<file path="config.mk">
export PLATFORM = sky130hd
export DESIGN_NAME = ese_ctrl
export DESIGN_NICKNAME = d
export VERILOG_FILES = /design/src/rtl/ese_pkg.sv /design/src/rtl/ese_ctrl.sv
export SDC_FILE = /design/constraint.sdc
export NUM_CORES = 1
export LEC_CHECK = 0
export BUFFER_PORTS_ARGS = -buffer_cell sky130_fd_sc_hd__clkbuf_2
export CAP_MARGIN = 20
export CORE_AREA = 5 5 42 44
export DETAILED_ROUTE_END_ITERATION = 8
export DIE_AREA = 0 0 47 49
export PLACE_DENSITY = 0.6
export SYNTH_ARGS = -nofsm -noshare
export SYNTH_HDL_FRONTEND = slang
export SYNTH_SLANG_ARGS = --single-unit
export TNS_END_PERCENT = 1
</file>
<file path="constraint.sdc">
create_clock -name clk -period 1.9 [get_ports clk]
set_clock_uncertainty 0.1 [all_clocks]
set_input_delay 0.38 -clock clk [delete_from_list [all_inputs] [get_ports clk]]
set_output_delay 0.38 -clock clk [all_outputs]
set_load 0.03 [all_outputs]
</file>
<file path="src/rtl/ese_pkg.sv">
`timescale 1ns / 1ps

package ese_pkg;

	localparam int DEPTH_DEF = 1024;
	localparam int DATA_W    = 32;
	localparam int POS_W     = 10;

	localparam logic OP_APPEND = 1'b0;
	localparam logic OP_SEARCH = 1'b1;

	typedef enum logic [1:0] {
		RD_ZERO,
		RD_HI,
		RD_MID
	} ese_rd_sel_t;

	typedef struct packed {
		logic        append;
		logic        key_load;
		logic        rd_en;
		ese_rd_sel_t rd_sel;
		logic        init;
		logic        expand;
		logic        clamp;
		logic        mid_load;
		logic        go_right;
		logic        go_left;
		logic        pend_set;
		logic        pend_found;
		logic        pend_use_mid;
		logic        publish;
	} ese_cmd_t;

	typedef struct packed {
		logic empty;
		logic eq;
		logic lt;
		logic hi_in;
		logic lo_le_hi;
	} ese_sts_t;

endpackage

</file>
<file path="src/rtl/ese_ctrl.sv">
`timescale 1ns / 1ps

module ese_ctrl (
	input  logic              clk,
	input  logic              arst_n,
	input  logic              in_valid,
	output logic              in_ready,
	input  logic              op,
	output logic              out_valid,
	input  logic              out_ready,
	input  ese_pkg::ese_sts_t sts,
	output ese_pkg::ese_cmd_t cmd
);

	import ese_pkg::*;

	typedef enum logic [2:0] {
		S_IDLE,
		S_CMP0,
		S_PROBE,
		S_CMPP,
		S_BIN,
		S_CMPB,
		S_DONE
	} state_t;

	state_t state_q;
	state_t state_d;
	logic   out_valid_q;
	logic   accept;

	assign in_ready  = (state_q == S_IDLE);
	assign accept    = in_valid && in_ready;
	assign out_valid = out_valid_q;

	always_comb begin
		cmd     = '0;
		state_d = state_q;
		case (state_q)
			S_IDLE: begin
				if (accept) begin
					if (op == OP_SEARCH) begin
						cmd.key_load = 1'b1;
						if (sts.empty) begin
							cmd.pend_set = 1'b1;
							state_d      = S_DONE;
						end else begin
							cmd.rd_en  = 1'b1;
							cmd.rd_sel = RD_ZERO;
							state_d    = S_CMP0;
						end
					end else begin
						cmd.append = 1'b1;
					end
				end
			end
			S_CMP0: begin
				if (sts.eq) begin
					cmd.pend_set   = 1'b1;
					cmd.pend_found = 1'b1;
					state_d        = S_DONE;
				end else begin
					cmd.init = 1'b1;
					state_d  = S_PROBE;
				end
			end
			S_PROBE: begin
				if (sts.hi_in) begin
					cmd.rd_en  = 1'b1;
					cmd.rd_sel = RD_HI;
					state_d    = S_CMPP;
				end else begin
					cmd.clamp = 1'b1;
					state_d   = S_BIN;
				end
			end
			S_CMPP: begin
				if (sts.lt) begin
					cmd.expand = 1'b1;
					state_d    = S_PROBE;
				end else begin
					state_d = S_BIN;
				end
			end
			S_BIN: begin
				if (sts.lo_le_hi) begin
					cmd.mid_load = 1'b1;
					cmd.rd_en    = 1'b1;
					cmd.rd_sel   = RD_MID;
					state_d      = S_CMPB;
				end else begin
					cmd.pend_set = 1'b1;
					state_d      = S_DONE;
				end
			end
			S_CMPB: begin
				if (sts.eq) begin
					cmd.pend_set     = 1'b1;
					cmd.pend_found   = 1'b1;
					cmd.pend_use_mid = 1'b1;
					state_d          = S_DONE;
				end else if (sts.lt) begin
					cmd.go_right = 1'b1;
					state_d      = S_BIN;
				end else begin
					cmd.go_left = 1'b1;
					state_d     = S_BIN;
				end
			end
			S_DONE: begin
				if (!out_valid_q || out_ready) begin
					cmd.publish = 1'b1;
					state_d     = S_IDLE;
				end
			end
			default: begin
				state_d = S_IDLE;
			end
		endcase
	end

	always_ff @(posedge clk or negedge arst_n) begin
		if (!arst_n) begin
			state_q     <= S_IDLE;
			out_valid_q <= 1'b0;
		end else begin
			state_q <= state_d;
			if (cmd.publish) begin
				out_valid_q <= 1'b1;
			end else if (out_ready) begin
				out_valid_q <= 1'b0;
			end
		end
	end

	a_done_holds: assert property (@(posedge clk) disable iff (!arst_n)
		(state_q == S_DONE && out_valid_q && !out_ready) |=> (state_q == S_DONE))
		else $error("Result published over a stalled word.");

	a_publish_sets_valid: assert property (@(posedge clk) disable iff (!arst_n)
		cmd.publish |=> (out_valid_q && state_q == S_IDLE))
		else $error("Published result not presented.");

endmodule

</file>
==> run_results.csv <==
group,metric,value,unit
status,status,"finished with violations",
status,violations,"negative setup slack",
worst_setup_path,cp.arrival,1.46,ns
place,dpl.hpwl,902,µm
global_route,antenna_found_initial,0,
route,drt_iter0_drc,7,
clocking,htreeDepth,1,
worst_setup_path,endpoint_kind,"output pin",
synthesis,muxShareOfSynthArea,0.0237,
synthesis,yosys.area_share.adder,0,
timing,tightest_slew,0.270,ns
cells_and_area,diodes,0,
power,power.total,1.23,mW
power,p_per_area,1680,mW/mm²
worst_setup_path,reg2reg_slack,0.37,ns
synthesis,synth_top_family_by_area,"simple AND/OR/NAND/NOR gates",
worst_setup_path,critical_path.slowest_cell,"dfrtp_2",
place,io_buffer_count,26,
synthesis,synthXorXnorAreaFrac,0,
run,maxCapViolations,0,
timing,maxSlewHeadroom,0.819,
worst_setup_path,r2r-start,"state_q[0]",
timing,rsz0062_at_grt,"yes",
cells_and_area,final_layout_size_suffix_gt1_frac,0.671,
synthesis,netlist.area_leader.share,0.237,
floorplanning,io_pins,27,
floorplanning,core-area,0.00140,mm²
route,wl_met3,73,µm
worst_setup_path,r2r-end,"state_q[1]",
route,ant_nets,0,
timing,timing.fmax,516,MHz
synthesis,ys_ff_latch,4,
route,wl_met1,500,µm
route,wl_met2,586,µm
clocking,cts_made_buffers,3,
clocking,clockBufferDepth,2,
clocking,numClockSinks,4,
cells_and_area,final_cell_mix,"clkbuf_2 (18), buf_4 (11), clkbuf_4 (6), nand2_1 (4)",
cells_and_area,area.growth.synth_to_final,73.1,%
min_path,min_to,"out_valid",
synthesis,synth_area_leaders,"dfrtp_1 (24%), buf_6 (8.0%), nand3b_4 (4.7%)",
min_path,whs_path_depth,3,
route,via_per_inst,4.74,
timing,fin_crit_sh,1.02,
worst_setup_path,cpLargestDelayFamily,"flip-flops",
route,wl,1.16,mm
timing,finalSetupViolations,2,
place,dp_slack,0.0246,ns
route,num_vias,479,
power,leakage,0.383,nW
worst_setup_path,crit_type,"flop to output pin",
cells_and_area,final_util,0.522,
synthesis,synth_compound_area_frac,0.198,
timing,fin_crit,1.94,ns
synthesis,ys_seq_area_frac,0.237,
clocking,clkLatencyLatePin,0.23,ns
route,drcViolationCount,0,
clocking,cts_tree,"built",
cells_and_area,final_common_cell,"clkbuf_2",
min_path,hp-class,"input pin to flop",
worst_setup_path,reg2regPathDepth,5,
worst_setup_path,worst-path-max-fanout,7,
route,routed.top_layer,"met3",
worst_setup_path,critPathRequiredTime,1.42,ns
worst_setup_path,start_kind,"flop",
global_route,overflow,0,
synthesis,synth_nets,57,
timing,setup_slack,-0.0368,ns
route,firstDrtPassIters,3,
min_path,worstHoldStart,"out_ready",
clocking,root_buffer,"clkbuf_4",
floorplanning,rows,14,
synthesis,synth_cell_types,29,
route,avgRoutedWirePerCell,11.5,µm
timing,hold_violations,0,
timing,drv_slew,0,
worst_setup_path,cp_num_buf_inv,1,
place,place.gp.congestion,0.738,
synthesis,ys_warn_count,0,
power,ir_drop,0.840,mV
global_route,grt_pass1_vias,506,
global_route,grt_max_degree,9,
floorplanning,die_h,49,µm
cells_and_area,final_nets,97,
floorplanning,initial_core_util,0.302,
worst_setup_path,path_cells,"nor3_4 -> and3_4 -> o2bb2ai_1 -> clkbuf_4",
global_route,grt_usage,0.108,
worst_setup_path,max_stage_delay,0.46,ns
synthesis,netlist.top_cell.by_area,"dfrtp_1",
clocking,clk_pin_slew,0.04,ns
synthesis,syn_area_per_cell,9.00,µm²
global_route,grt_pass1_wl,1.89,mm
synthesis,postSynthCellCount,47,
floorplanning,die_w,47,µm
floorplanning,dieArea,0.00230,mm²
synthesis,syn-cell-area,423,µm²
synthesis,synthSimpleGateAreaFrac,0.435,
worst max path at each step:
stage                from       to  slack [ns]  cells past startpoint
2_1_floorplan  state_q[0]   cmd[9]       -0.15                      3
3_3_place_gp   state_q[0]  cmd[12]        0.07                      4
3_5_place_dp   state_q[0]  cmd[12]        0.02                      4
4_1_cts        state_q[0]  cmd[12]       -0.07                      4
5_1_grt        state_q[0]  cmd[12]       -0.12                      4
6_report       state_q[1]   cmd[3]       -0.04                      4
Yosys cell counts:
| cell | instances |
|---|---|
| dfrtp_1 | 4 |
| buf_6 | 3 |
| o21ai_0 | 1 |
| nor3_1 | 4 |
| nor2_1 | 1 |
| nor4b_2 | 1 |
| inv_1 | 2 |
| nand4b_1 | 1 |
| nor3b_1 | 2 |
| o2bb2ai_1 | 1 |
| a311o_1 | 1 |
| nor4_1 | 1 |
| o32a_1 | 1 |
| nand2_1 | 5 |
| and2_1 | 1 |
| a221oi_1 | 1 |
| a31o_2 | 1 |
| nor3_2 | 1 |
| a211o_1 | 2 |
| and3_1 | 1 |
| mux2i_1 | 1 |
| and2b_1 | 2 |
| or2b_2 | 1 |
| and3_4 | 1 |
| inv_2 | 1 |
| nor2_2 | 1 |
| nor3b_2 | 1 |
| nand3b_4 | 1 |
| a21oi_1 | 3 |
cell type report:
class | count | area, µm²
Sequential cell | 4 | 104
Timing Repair Buffer | 38 | 262
Inverter | 3 | 11.3
Fill cell | 138 | 669
Clock buffer | 3 | 22.5
Tap cell | 16 | 20.0
Multi-Input combinational cell | 37 | 313
where the power goes:
| part | switching [mW] | internal [mW] | leakage (nW) |
|---|---|---|---|
| clock network | 0.0342 | 0.0706 | 0.0138 |
| logic | 0.477 | 0.428 | 0.322 |
| registers | 0.0871 | 0.132 | 0.0470 |
| total | 0.598 | 0.630 | 0.383 |
flip-flops by register name, summed over array words and instances, names as in the netlist:
name	cells
out_valid	1
state_q	3
stage by stage:
| stage | hold slack, ns | std cells | area, µm² | TNS, ns |
|---|---|---|---|---|
| 3_3_place_gp | 0.0911 | 90 | 596 | 0 |
| 2_1_floorplan | -0.0156 | 47 | 449 | -0.444 |
| 5_1_grt | 0.346 | 101 | 732 | -0.438 |
| 6_report | 0.345 | 101 | 732 | -0.0710 |
| 4_1_cts | 0.342 | 100 | 708 | -0.138 |
| 3_5_place_dp | 0.0906 | 90 | 596 | 0 |
timing repair:
item                                   4_1_cts  5_1_grt
endpoints found under the hold margin        4        0
cloned                                       0        0
gates resized for setup                     12       10
hold buffers                                 1        0
pin swaps                                    4        4
buffers inserted                             6        1
setup endpoints to repair                   12        9
routing by layer:
metal	track usage	vias up
li1	-	253
met1	0.128	209
met2	0.179	17
met3	0.0332	0
met4	0.0323	0
met5	0	-
worst register-to-register path: cells and delay by family (launching register included):
kind / cells / cell delay [ns]
buf+inv: 2 / 0.28
compound gates: 3 / 0.55
flops: 1 / 0.46
kinds of logic (layout without fill, tap and decap cells):
family / Yosys count / count (layout)
multiplexers: 1 / 1
flip-flops: 4 / 4
AO/OA/AOI/OAI: 11 / 11
AND/OR/NAND/NOR: 25 / 25
buffers and inverters: 6 / 44
Power figures use the tool's default switching activity.
